`src/design/b64sc_pkg.sv`:
```
// Package for the Base64 stream codec: request, response and job types,
// the pad mark, register slot constants and the alphabet conversion functions.
// Used by every module of the codec; depends on nothing.
package b64sc_pkg;

   localparam logic [7:0] PAD_MARK       = 8'h3D;
   localparam int         CSR_ADDR_W     = 3;
   localparam logic       CSR_MODE_SLOT  = 1'b0;
   localparam int         JOB_CHARS      = 4;
   localparam int         JOB_NUM_W      = 3;

   localparam logic       MODE_ENCODE    = 1'b0;
   localparam logic       MODE_DECODE    = 1'b1;

   typedef struct packed {
      logic [7:0] in_byte;
      logic       in_last;
   } req_type;

   typedef struct packed {
      logic [7:0] out_byte;
      logic       byte_valid;
      logic       run_last;
      logic       message_end;
   } rsp_type;

   typedef struct packed {
      logic [JOB_CHARS-1:0][7:0] chars;
      logic [JOB_NUM_W-1:0]      num;
      logic                      has_data;
      logic                      last;
   } job_type;

   function automatic logic [7:0] sextet_to_char(input logic [5:0] v);
      logic [7:0] w;
      logic [7:0] c;
      w = {2'b00, v};
      if (v < 6'd26) begin
         c = 8'h41 + w;
      end else if (v < 6'd52) begin
         c = 8'h61 + w - 8'd26;
      end else if (v < 6'd62) begin
         c = 8'h30 + w - 8'd52;
      end else if (v == 6'd62) begin
         c = 8'h2B;
      end else begin
         c = 8'h2F;
      end
      return c;
   endfunction

   // Bit 6 of the result is set when the character belongs to the alphabet.
   function automatic logic [6:0] char_to_sextet(input logic [7:0] c);
      logic [7:0] d;
      logic       hit;
      d   = 8'd0;
      hit = 1'b1;
      if (c >= 8'h41 && c <= 8'h5A) begin
         d = c - 8'h41;
      end else if (c >= 8'h61 && c <= 8'h7A) begin
         d = c - 8'h61 + 8'd26;
      end else if (c >= 8'h30 && c <= 8'h39) begin
         d = c - 8'h30 + 8'd52;
      end else if (c == 8'h2B) begin
         d = 8'd62;
      end else if (c == 8'h2F) begin
         d = 8'd63;
      end else begin
         hit = 1'b0;
      end
      return {hit, d[5:0]};
   endfunction

endpackage

```
`src/design/base64_stream_codec.sv`:
```
// Streaming Base64 encoder and decoder, selected by the codec_mode register.
// The first response of a request passes through the job queue and then the response
// register. Throughput: one request per cycle while the job queue is not full and each
// yields at most one response; the response register emits one character per cycle while
// it is popped, and a request with several responses holds it until its last is popped.
// Reset clears the mode to encode, the group state and the job queue.
module base64_stream_codec #(
   parameter int QUEUE_DEPTH = 4
) (
   input  logic                                clock,
   input  logic                                reset,
   input  logic                                push,
   output logic                                full,
   input  b64sc_pkg::req_type                  req_data,
   output logic                                empty,
   input  logic                                pop,
   output b64sc_pkg::rsp_type                  rsp_data,
   input  logic                                psel,
   input  logic                                penable,
   input  logic                                pwrite,
   input  logic [b64sc_pkg::CSR_ADDR_W-1:0]    paddr,
   input  logic [31:0]                         pwdata,
   output logic [31:0]                         prdata,
   output logic                                pready
);

   logic               mode_ff, mode_in;
   logic               mode_wr;
   logic               accept;
   b64sc_pkg::job_type job;
   logic               job_push;
   b64sc_pkg::job_type head;
   logic               q_empty;
   logic               q_full;
   logic               q_rd;

   assign pready  = 1'b1;
   assign mode_wr = psel && penable && pwrite && (paddr[2] == b64sc_pkg::CSR_MODE_SLOT);
   assign mode_in = mode_wr ? pwdata[0] : mode_ff;
   assign prdata  = (paddr[2] == b64sc_pkg::CSR_MODE_SLOT) ? {31'd0, mode_ff} : 32'd0;

   always_ff @(posedge clock) begin
      if (reset) begin
         mode_ff <= b64sc_pkg::MODE_ENCODE;
      end else begin
         mode_ff <= mode_in;
      end
   end

   assign full   = q_full;
   assign accept = push && !q_full;

   b64sc_front u_front (
      .clock    (clock),
      .reset    (reset),
      .mode     (mode_ff),
      .clear    (mode_wr),
      .accept   (accept),
      .req      (req_data),
      .job      (job),
      .job_push (job_push)
   );

   b64sc_queue #(
      .DEPTH (QUEUE_DEPTH)
   ) u_queue (
      .clock   (clock),
      .reset   (reset),
      .wr      (job_push),
      .wr_data (job),
      .rd      (q_rd),
      .head    (head),
      .q_empty (q_empty),
      .q_full  (q_full)
   );

   b64sc_back u_back (
      .clock    (clock),
      .reset    (reset),
      .head     (head),
      .q_empty  (q_empty),
      .rd       (q_rd),
      .pop      (pop),
      .empty    (empty),
      .rsp_data (rsp_data)
   );

endmodule

```
`src/design/b64sc_front.sv`:
```
// Front end of the Base64 stream codec: accepts requests, keeps the group
// state and turns each request into a job of up to four response characters, or into
// no job when it yields no response. Depends on b64sc_pkg.
module b64sc_front (
   input  logic                clock,
   input  logic                reset,
   input  logic                mode,
   input  logic                clear,
   input  logic                accept,
   input  b64sc_pkg::req_type  req,
   output b64sc_pkg::job_type  job,
   output logic                job_push
);

   logic [1:0] phase_ff, phase_in;
   logic [5:0] held_ff, held_in;
   logic       pad_ff, pad_in;

   logic [7:0] b;
   logic [6:0] dec;
   logic [2:0] n;

   assign b   = req.in_byte;
   assign dec = b64sc_pkg::char_to_sextet(b);

   always_comb begin
      job      = '0;
      n        = 3'd0;
      phase_in = phase_ff;
      held_in  = held_ff;
      pad_in   = pad_ff;
      if (mode == b64sc_pkg::MODE_ENCODE) begin
         case (phase_ff)
            2'd0: begin
               job.chars[0] = b64sc_pkg::sextet_to_char(b[7:2]);
               held_in      = {4'b0000, b[1:0]};
               phase_in     = 2'd1;
               n            = 3'd1;
               if (req.in_last) begin
                  job.chars[1] = b64sc_pkg::sextet_to_char({b[1:0], 4'b0000});
                  job.chars[2] = b64sc_pkg::PAD_MARK;
                  job.chars[3] = b64sc_pkg::PAD_MARK;
                  n            = 3'd4;
               end
            end
            2'd1: begin
               job.chars[0] = b64sc_pkg::sextet_to_char({held_ff[1:0], b[7:4]});
               held_in      = {2'b00, b[3:0]};
               phase_in     = 2'd2;
               n            = 3'd1;
               if (req.in_last) begin
                  job.chars[1] = b64sc_pkg::sextet_to_char({b[3:0], 2'b00});
                  job.chars[2] = b64sc_pkg::PAD_MARK;
                  n            = 3'd3;
               end
            end
            default: begin
               job.chars[0] = b64sc_pkg::sextet_to_char({held_ff[3:0], b[7:6]});
               job.chars[1] = b64sc_pkg::sextet_to_char(b[5:0]);
               held_in      = 6'd0;
               phase_in     = 2'd0;
               n            = 3'd2;
            end
         endcase
      end else if (!pad_ff) begin
         if (b == b64sc_pkg::PAD_MARK) begin
            pad_in   = 1'b1;
            phase_in = 2'd0;
            held_in  = 6'd0;
         end else if (dec[6]) begin
            case (phase_ff)
               2'd0: begin
                  held_in  = dec[5:0];
                  phase_in = 2'd1;
               end
               2'd1: begin
                  job.chars[0] = {held_ff, dec[5:4]};
                  held_in      = {2'b00, dec[3:0]};
                  phase_in     = 2'd2;
                  n            = 3'd1;
               end
               2'd2: begin
                  job.chars[0] = {held_ff[3:0], dec[5:2]};
                  held_in      = {4'b0000, dec[1:0]};
                  phase_in     = 2'd3;
                  n            = 3'd1;
               end
               default: begin
                  job.chars[0] = {held_ff[1:0], dec[5:0]};
                  held_in      = 6'd0;
                  phase_in     = 2'd0;
                  n            = 3'd1;
               end
            endcase
         end
      end
      job.has_data = (n != 3'd0);
      job.last     = req.in_last;
      job.num      = (req.in_last && n == 3'd0) ? 3'd1 : n;
      if (req.in_last) begin
         phase_in = 2'd0;
         held_in  = 6'd0;
         pad_in   = 1'b0;
      end
   end

   assign job_push = accept && (job.num != 3'd0);

   always_ff @(posedge clock) begin
      if (reset || clear) begin
         phase_ff <= 2'd0;
         held_ff  <= 6'd0;
         pad_ff   <= 1'b0;
      end else if (accept) begin
         phase_ff <= phase_in;
         held_ff  <= held_in;
         pad_ff   <= pad_in;
      end
   end

`ifndef SYNTH
   a_encode_phase: assert property (@(posedge clock) disable iff (reset)
      (mode == b64sc_pkg::MODE_ENCODE && !clear && !$past(clear)
       && $past(mode) == b64sc_pkg::MODE_ENCODE) |-> (phase_ff != 2'd3))
      else $error("Encoder group phase reached an impossible value.");
   a_last_clears: assert property (@(posedge clock) disable iff (reset)
      (accept && req.in_last) |=> (phase_ff == 2'd0 && held_ff == 6'd0 && !pad_ff))
      else $error("Group state not cleared after the last request of a message.");
`endif

endmodule

```
`src/design/b64sc_queue.sv`:
```
// Short job queue between the front end and the back end of the codec.
// Holds jobs in registers and presents the oldest one combinationally.
// Depends on b64sc_pkg.
module b64sc_queue #(
   parameter int DEPTH = 4
) (
   input  logic               clock,
   input  logic               reset,
   input  logic               wr,
   input  b64sc_pkg::job_type wr_data,
   input  logic               rd,
   output b64sc_pkg::job_type head,
   output logic               q_empty,
   output logic               q_full
);

   localparam int PTR_W = (DEPTH > 1) ? $clog2(DEPTH) : 1;
   localparam int CNT_W = $clog2(DEPTH + 1);

   b64sc_pkg::job_type mem_ff [DEPTH];
   logic [PTR_W-1:0] wr_ptr_ff, wr_ptr_in;
   logic [PTR_W-1:0] rd_ptr_ff, rd_ptr_in;
   logic [CNT_W-1:0] count_ff, count_in;

   assign q_empty = (count_ff == CNT_W'(0));
   assign q_full  = (count_ff == CNT_W'(DEPTH));
   assign head    = mem_ff[rd_ptr_ff];

   always_comb begin
      wr_ptr_in = wr_ptr_ff;
      rd_ptr_in = rd_ptr_ff;
      count_in  = count_ff;
      if (wr) begin
         wr_ptr_in = (wr_ptr_ff == PTR_W'(DEPTH - 1)) ? PTR_W'(0) : wr_ptr_ff + PTR_W'(1);
      end
      if (rd) begin
         rd_ptr_in = (rd_ptr_ff == PTR_W'(DEPTH - 1)) ? PTR_W'(0) : rd_ptr_ff + PTR_W'(1);
      end
      if (wr && !rd) begin
         count_in = count_ff + CNT_W'(1);
      end else if (rd && !wr) begin
         count_in = count_ff - CNT_W'(1);
      end
   end

   always_ff @(posedge clock) begin
      if (reset) begin
         wr_ptr_ff <= '0;
         rd_ptr_ff <= '0;
         count_ff  <= '0;
      end else begin
         wr_ptr_ff <= wr_ptr_in;
         rd_ptr_ff <= rd_ptr_in;
         count_ff  <= count_in;
      end
   end

   always_ff @(posedge clock) begin
      if (wr) begin
         mem_ff[wr_ptr_ff] <= wr_data;
      end
   end

endmodule

```
`src/design/b64sc_back.sv`:
```
// Back end of the codec: walks the characters of the oldest job and loads them
// one per cycle into the response register while it is empty or popped. Depends on b64sc_pkg.
module b64sc_back (
   input  logic               clock,
   input  logic               reset,
   input  b64sc_pkg::job_type head,
   input  logic               q_empty,
   output logic               rd,
   input  logic               pop,
   output logic               empty,
   output b64sc_pkg::rsp_type rsp_data
);

   logic [1:0]         idx_ff, idx_in;
   logic               valid_ff, valid_in;
   b64sc_pkg::rsp_type out_ff, out_in;
   logic               load;
   logic               at_end;

   assign load   = !q_empty && (!valid_ff || pop);
   assign at_end = ({1'b0, idx_ff} == head.num - 3'd1);
   assign rd     = load && at_end;

   always_comb begin
      idx_in   = idx_ff;
      valid_in = valid_ff;
      out_in   = out_ff;
      if (load) begin
         out_in.out_byte    = head.chars[idx_ff];
         out_in.byte_valid  = head.has_data;
         out_in.run_last    = at_end;
         out_in.message_end = at_end && head.last;
         valid_in           = 1'b1;
         idx_in             = at_end ? 2'd0 : idx_ff + 2'd1;
      end else if (pop) begin
         valid_in = 1'b0;
      end
   end

   always_ff @(posedge clock) begin
      if (reset) begin
         idx_ff   <= 2'd0;
         valid_ff <= 1'b0;
      end else begin
         idx_ff   <= idx_in;
         valid_ff <= valid_in;
      end
   end

   always_ff @(posedge clock) begin
      out_ff <= out_in;
   end

   assign empty    = !valid_ff;
   assign rsp_data = out_ff;

`ifndef SYNTH
   a_idx_in_job: assert property (@(posedge clock) disable iff (reset)
      !q_empty |-> ({1'b0, idx_ff} < head.num))
      else $error("Character index ran past the end of the current job.");
   a_end_is_run_last: assert property (@(posedge clock) disable iff (reset)
      (valid_ff && out_ff.message_end) |-> out_ff.run_last)
      else $error("Message end shown on a response that does not close its request.");
   a_idle_index: assert property (@(posedge clock) disable iff (reset)
      q_empty |-> (idx_ff == 2'd0))
      else $error("Character index left nonzero with no job waiting.");
`endif

endmodule
```
`config.mk`:
```
export PLATFORM = sky130hd
export DESIGN_NAME = base64_stream_codec
export DESIGN_NICKNAME = d
export VERILOG_FILES = /design/src/design/b64sc_pkg.sv /design/src/design/base64_stream_codec.sv /design/src/design/b64sc_front.sv /design/src/design/b64sc_queue.sv /design/src/design/b64sc_back.sv
export SDC_FILE = /design/constraint.sdc
export NUM_CORES = 1
export LEC_CHECK = 0
export BUFFER_PORTS_ARGS = -buffer_cell sky130_fd_sc_hd__buf_4
export CORE_AREA = 2 2 142 116
export CTS_BUF_LIST = sky130_fd_sc_hd__clkbuf_16
export DETAILED_ROUTE_END_ITERATION = 10
export DIE_AREA = 0 0 144 118
export PLACE_DENSITY_LB_ADDON = 0.3
export SLEW_MARGIN = 0
export SYNTH_ARGS = -nofsm -noshare
export SYNTH_HDL_FRONTEND = slang
export SYNTH_SLANG_ARGS = --single-unit
```
`constraint.sdc`:
```
create_clock -name clock -period 3.7 [get_ports clock]
set_input_delay 0.37 -clock clock [delete_from_list [all_inputs] [get_ports clock]]
set_output_delay 0.37 -clock clock [all_outputs]
set_load 0.1 [all_outputs]
```
# == Word-level counts from Yosys, hierarchy flattened ==
# Memories as Yosys holds them, arrays and structs flattened. A register that Yosys moved wholly into a read port is not among the register bits.
# Index checks and enable logic that the tools add are counted.
# W data, S select, Z words.
# totals
regBits,31
ram_bits,140
in_bits,51
out_inout_bits,46
wordCells,211
memories,1
# classes
n_addsub,41
magnitude_cmp,25
n_eq_ne,15
n_mux,84
bitwise,1
n_reduce_logical,31
# mem_list
name,words,width,rd,rd_ports_with_merged_regs,write_ports,line,rtl
u_queue.mem_ff,4,35,1,1,1,b64sc_queue.sv:20,b64sc_pkg::job_type mem_ff [DEPTH];
# ops
operator,n
$mux W8,23
$add A7 B6 Y8 const A,12
$lt A6 B6 Y1 const B,12
$mux W6,11
$sub A8 B5 Y8 const B,6
$sub A8 B6 Y8 const B,6
$mux W22,2
$add A6 B6 Y7 const A,6
$lt A6 B5 Y1 const B,6
$mux W3,12
$pmux W16 S2,1
$eq A6 B6 Y1 const B,4
$eq A8 B6 Y1 const B,3
$pmux W8 S3,1
$mux W2,11
$pmux W6 S3,1
$bmux W8 S2,1
$ge A8 B7 Y1 const B,2
$le A8 B7 Y1 const B,2
$pmux W8 S2,1
$mux W1,15
$logic_and A1 B1 Y1,14
$mux W14,1
$sub A6 B6 Y6 const B,2
other kinds (28),42

# == Longest topological paths before layout ==
# logic_depth
depth_word,19
ltp_mapped,17
depth_no_buf,14

# == Cells and area by module ==
# Synthesis repeated with hierarchy kept, for this count alone.
# unflattened
hier_cells,850
hier_area_um2,10402.5
# by_module_without_submodules
mod,n_inst,cells_each,area_each_um2,seq_area_each_um2
b64sc_queue,1,237,5835.6,4624.4
b64sc_front,1,527,3523.4,180.2
b64sc_back,1,45,728.2,390.4
base64_stream_codec,1,41,315.3,20.0

# == Least setup slack after synthesis ==
# No wires, ideal clock.
# synth_path
path_kind,reg-to-reg
from,reg u_queue.count_ff[0]
to,reg u_queue.count_ff[2]
setup_time_ns,0.071
t_arrival_ns,4.028
required_time_ns,3.629
path_slack_ns,-0.399
stages_incl_launch_ff,10
path_buffers,0
period_less_slack_ns,4.099
cell_sequence,dfxtp_1 > nor3b_1 > nand2b_1 > nor2_1 > ha_1 > inv_1 > fa_1 > xor2_1 > or3_1 > a21oi_1
# synth_between
elab_chain_len,7
word_cells_on_any_way,17
classes_between,2 x add/sub; 1 x eq/ne; 2 x mux; 12 x reduce/logical
# synth_lines
element,line,rtl
from (decl),b64sc_queue.sv:23,"logic [CNT_W-1:0] count_ff, count_in;"
from (signal assigned),b64sc_queue.sv:54,count_ff <= count_in;
$eq A3 B3 Y1 (*),b64sc_queue.sv:26,assign q_full = (count_ff == CNT_W'(DEPTH));
net full,base64_stream_codec.sv:13,"output logic full,"
$logic_not A1 Y1 (*),base64_stream_codec.sv:51,assign accept = push && !q_full;
$logic_and A1 B1 Y1 (*),base64_stream_codec.sv:51,
$logic_and A1 B1 Y1 (*),b64sc_front.sv:107,assign job_push = accept && (job.num != 3'd0);
net job_push,base64_stream_codec.sv:31,logic job_push;
$logic_not A1 Y1,b64sc_queue.sv:41,end else if (rd && !wr) begin
$logic_and A1 B1 Y1,b64sc_queue.sv:41,
$reduce_bool A2 Y1 (no source line),-,
# The timed path passes the listed nets; every way through them passes the cells marked *. The select of a mux whose other input is x is not followed.
# A chain may end at the register's enable or synchronous reset.

==> results <==
- The initial core utilization is 52.9%.
- The number of setup buffers added after CTS is 0.
- The H-tree level count is 4.
- The critical path in this run is classified as flip-flop to flip-flop.
- The core region is 0.0155 mm2.
- The initial antenna violation count was 0.
- Summing the sequential cell areas from Yosys gives 42.9% of the chip area.
- The congestion estimate from routability-driven global placement came to 0.941.
- STA classifies the critical path endpoint as a flip-flop.
- The slowest library cell on the worst path is mux4_2.
- In this run the static leakage power is 3.56 nW.
- Headroom to the max-slew limit came out at 37.5%.
- The die is 144 um wide.
- The final count of pins violating max slew is 0.
- The final-report setup violation count is 0.
- For this run, design rule violations remaining after detail routing come to 0.
- The signal on the critical path passes through mux4_2 -> inv_1 -> ha_1 -> xnor2_1 -> nor3_2 -> nand2_1 -> ha_1 -> inv_1 -> fa_1 -> xor2_1 -> or3_1 -> a21oi_1.
- The routed wire length per instance is 21.2 um.
- The number of gates resized after CTS was 0.
- After synthesis the cells add up to 0.00823 mm2.
- Max-cap violations in this run came to 0.
- The final-layout setup total negative slack is 0 ps.
- In this run the remaining antenna-violating nets after routing total 0.
- The fraction of final layout cells with drive strength greater than 1 is 18.9%.
- At the pin with the least slew margin, the transition time is 938 ps.
- 0 antenna diodes ended up in the layout.
- The total clock buffers created by CTS is 17.
- The number of placement rows is 41.
- The mean instance size in the synthesized netlist is 10.4 um2.
- After detailed placement, the total cell area comes to 0.00882 mm2.
- Setup repair after global routing left no endpoint under its margin.
- Entering global routing, the biggest net connects 24 pins.
- The flip-flop cell with the highest count after synthesis is edfxtp_1.
- Pin placement for this block handled 97 I/O pins.
- The number of DRC markers in iteration 0 is 589.
- For this run, the total global-route usage over all layers was measured as 27.3%.
- Hold repair after CTS inserted 0 buffers.
- The clock latency at the later pin of the worst-skew pair is 410 ps.
- The clock tree from TritonCTS is yes.
- The clock arrives with 6.74 ps of skew.
- The sort of element at the start of the critical path is a flip-flop.
- The startpoint identified for the worst hold timing path is pwdata[0].
- After clock tree synthesis, the clock-pin slew on the worst setup and hold paths is 60 ps.
- The number of synthesized flops with an enable pin is 103.
- The arrival time reported for the critical path endpoint is 3650 ps.
- The run finished with clean final reports.
- The largest single stage delay on the critical path is 580 ps.
- Summed over all layers, the global routing overflow is 0.
- The kind of path behind the tightest hold check is input port to flip-flop.
- The die outline height is 118 um.
- After layout, the worst path uses 89.5% of the clock period.
- The routed layout has 6711 vias.
- The count of cell types in the netlist is 77.
- The vias per cell is 6.32.
- In this run the clock root is driven by a clkbuf_16.
- Yosys printed 0 warnings.
- The full die area is 0.0170 mm2.
- The overall power is 5.93 mW.
- The area growth from synthesis to layout is 14.9%.
- Counting flops with an async set or reset pin after synthesis yields a share of 0%.
- Counting I/O delays and the setup requirement, the final critical path takes 3310 ps.
- The utilization after layout is 60.8%.
- For this run, the top clock speed supported by timing is 302 MHz.
- Dividing total power by cell area gives a power density of 627 mW/mm2.
- The half-perimeter wire length after detailed placement is 15900 um.
- The total of flip-flops plus latches after synthesis is 125.
- The largest fanout on the critical path is 6.
- The sink count of the clock tree is 125.
- The number of global-route vias before repair is 6392.
- The finished cells cover 0.00946 mm2.
- The number of hold violations in the final report is 0.
- After the last flow step, the layout net total stands at 928.
- In the synthesized netlist, the number of instances is 788.
- The number of buffers inserted by port buffering is 31.
- Fill cells in the final layout number 1287.
- The routed design has 22500 um of wire.
- The largest voltage drop on the vdd net is 391 uV.
- The longest clock path from root to sink contains 2 buffers.
- The gate family responsible for the most delay along the worst path is simple AND/OR/NAND/NOR gates.
- STA puts the critical path data required time at 4040 ps.
- The first global-routing pass estimated 35700 um of wire.
- The first detailed-routing pass ran for 5 iterations.
- The number of buffers and inverters on the critical path is 2.
## metal layers
metal  vias up  share of wire, %  routed length [um]  track usage, %
met5         -                 0                   0               0
met3        46               9.0                2020            5.25
met1      3281                44                9990            40.5
met4         0               1.4                 325            6.31
li1       3012                 -                   -               -
met2       372                45               10100            41.6
## synthesized netlist by cell type (14+ instances only)
cell type,instances,area [um2]
a21oi_1,52,260
buf_4,34,255
clkbuf_1,35,131
dfxtp_1,22,440
edfxtp_1,103,3090
ha_1,42,526
inv_1,34,128
mux4_2,23,518
nand2_1,51,191
nand2b_1,14,87.6
nand3_1,28,140
nor2_1,48,180
nor3_1,21,105
o211ai_1,14,105
o21ai_0,36,180
xnor2_1,19,166
## flip-flops by register name, summed over array words and instances (netlist names), named ones only
name,flops
mode_ff,1
u_back.idx_ff,2
u_back.rsp_data,11
u_back.valid_ff,1
u_front.held_ff,6
u_front.pad_ff,1
u_front.phase_ff,2
u_queue.count_ff,3
u_queue.mem_ff,92
u_queue.rd_ptr_ff,2
u_queue.wr_ptr_ff,2
## kinds of logic after synthesis
group,count (synthesis),synth area share (%)
simple gates,211,13.0
xor+xnor,26,2.77
fa+ha+maj,43,6.63
other cells,2,0.0913
compound gates,222,19.1
mux,37,8.01
flops,125,42.9
buf+inv,122,7.45
## metrics by stage
stage          instances  hold slack [ps]  setup slack [ps]
2_1_floorplan        818              446              33.6
3_3_place_gp        1030              457               166
3_5_place_dp        1030              463               119
4_1_cts             1062              195               370
5_1_grt             1062              217               278
6_report            1062              207               389
## area by class of cell
cell class                      instances  area (um2)  share of cell area, %
Tap cell                              215         269                   2.85
Timing Repair Buffer                   85         688                   7.28
Sequential cell                       125        3530                   37.4
Multi-Input combinational cell        571        4200                   44.4
Clock buffer                           17         425                   4.50
Inverter                               34         128                   1.35
Clock inverter                         15         211                   2.24
## tightest hold or removal path, delay by kind of cell
| kind | cells | cell delay [ps] |
|---|---|---|
| AND/OR/NAND/NOR | 1 | 80 |
| multiplexers | 1 | 50 |
| buffers and inverters | 1 | 80 |
## worst paths after layout
check	end	slack [ps]	cells past startpoint
min	mode_ff	210	3
max reg2reg	u_queue.count_ff[2]	390	12
min reg2reg	u_back.valid_ff	480	2
max	u_queue.count_ff[2]	390	12
## where the power goes
group          leakage, nW  total (mW)  switching (mW)  internal (mW)
sequential            1.13        1.96           0.115           1.85
clock                0.308        1.75           0.616           1.14
combinational         2.12        2.21            1.53          0.681
total                 3.56        5.93            2.26           3.67
## layout by cell type (no fill, tap or decap), drive strengths merged, types with 6 or more instances in the layout
cell / instances
o31ai: 7
a21oi: 53
nor2: 48
inv: 37
nand3: 28
nand2: 51
dfxtp: 22
o211ai: 14
ha: 42
nor3: 24
buf: 85
clkinv: 7
nand2b: 14
a21o: 13
edfxtp: 103
mux4: 23
mux2i: 13
and3: 12
o21ai: 40
nor2b: 9
a31oi: 12
a221oi: 14
conb: 32
a211oi: 12
clkbuf: 17
a311oi: 6
nand4: 6
xor2: 7
xnor2: 19
Power figures use the tool's default switching activity.
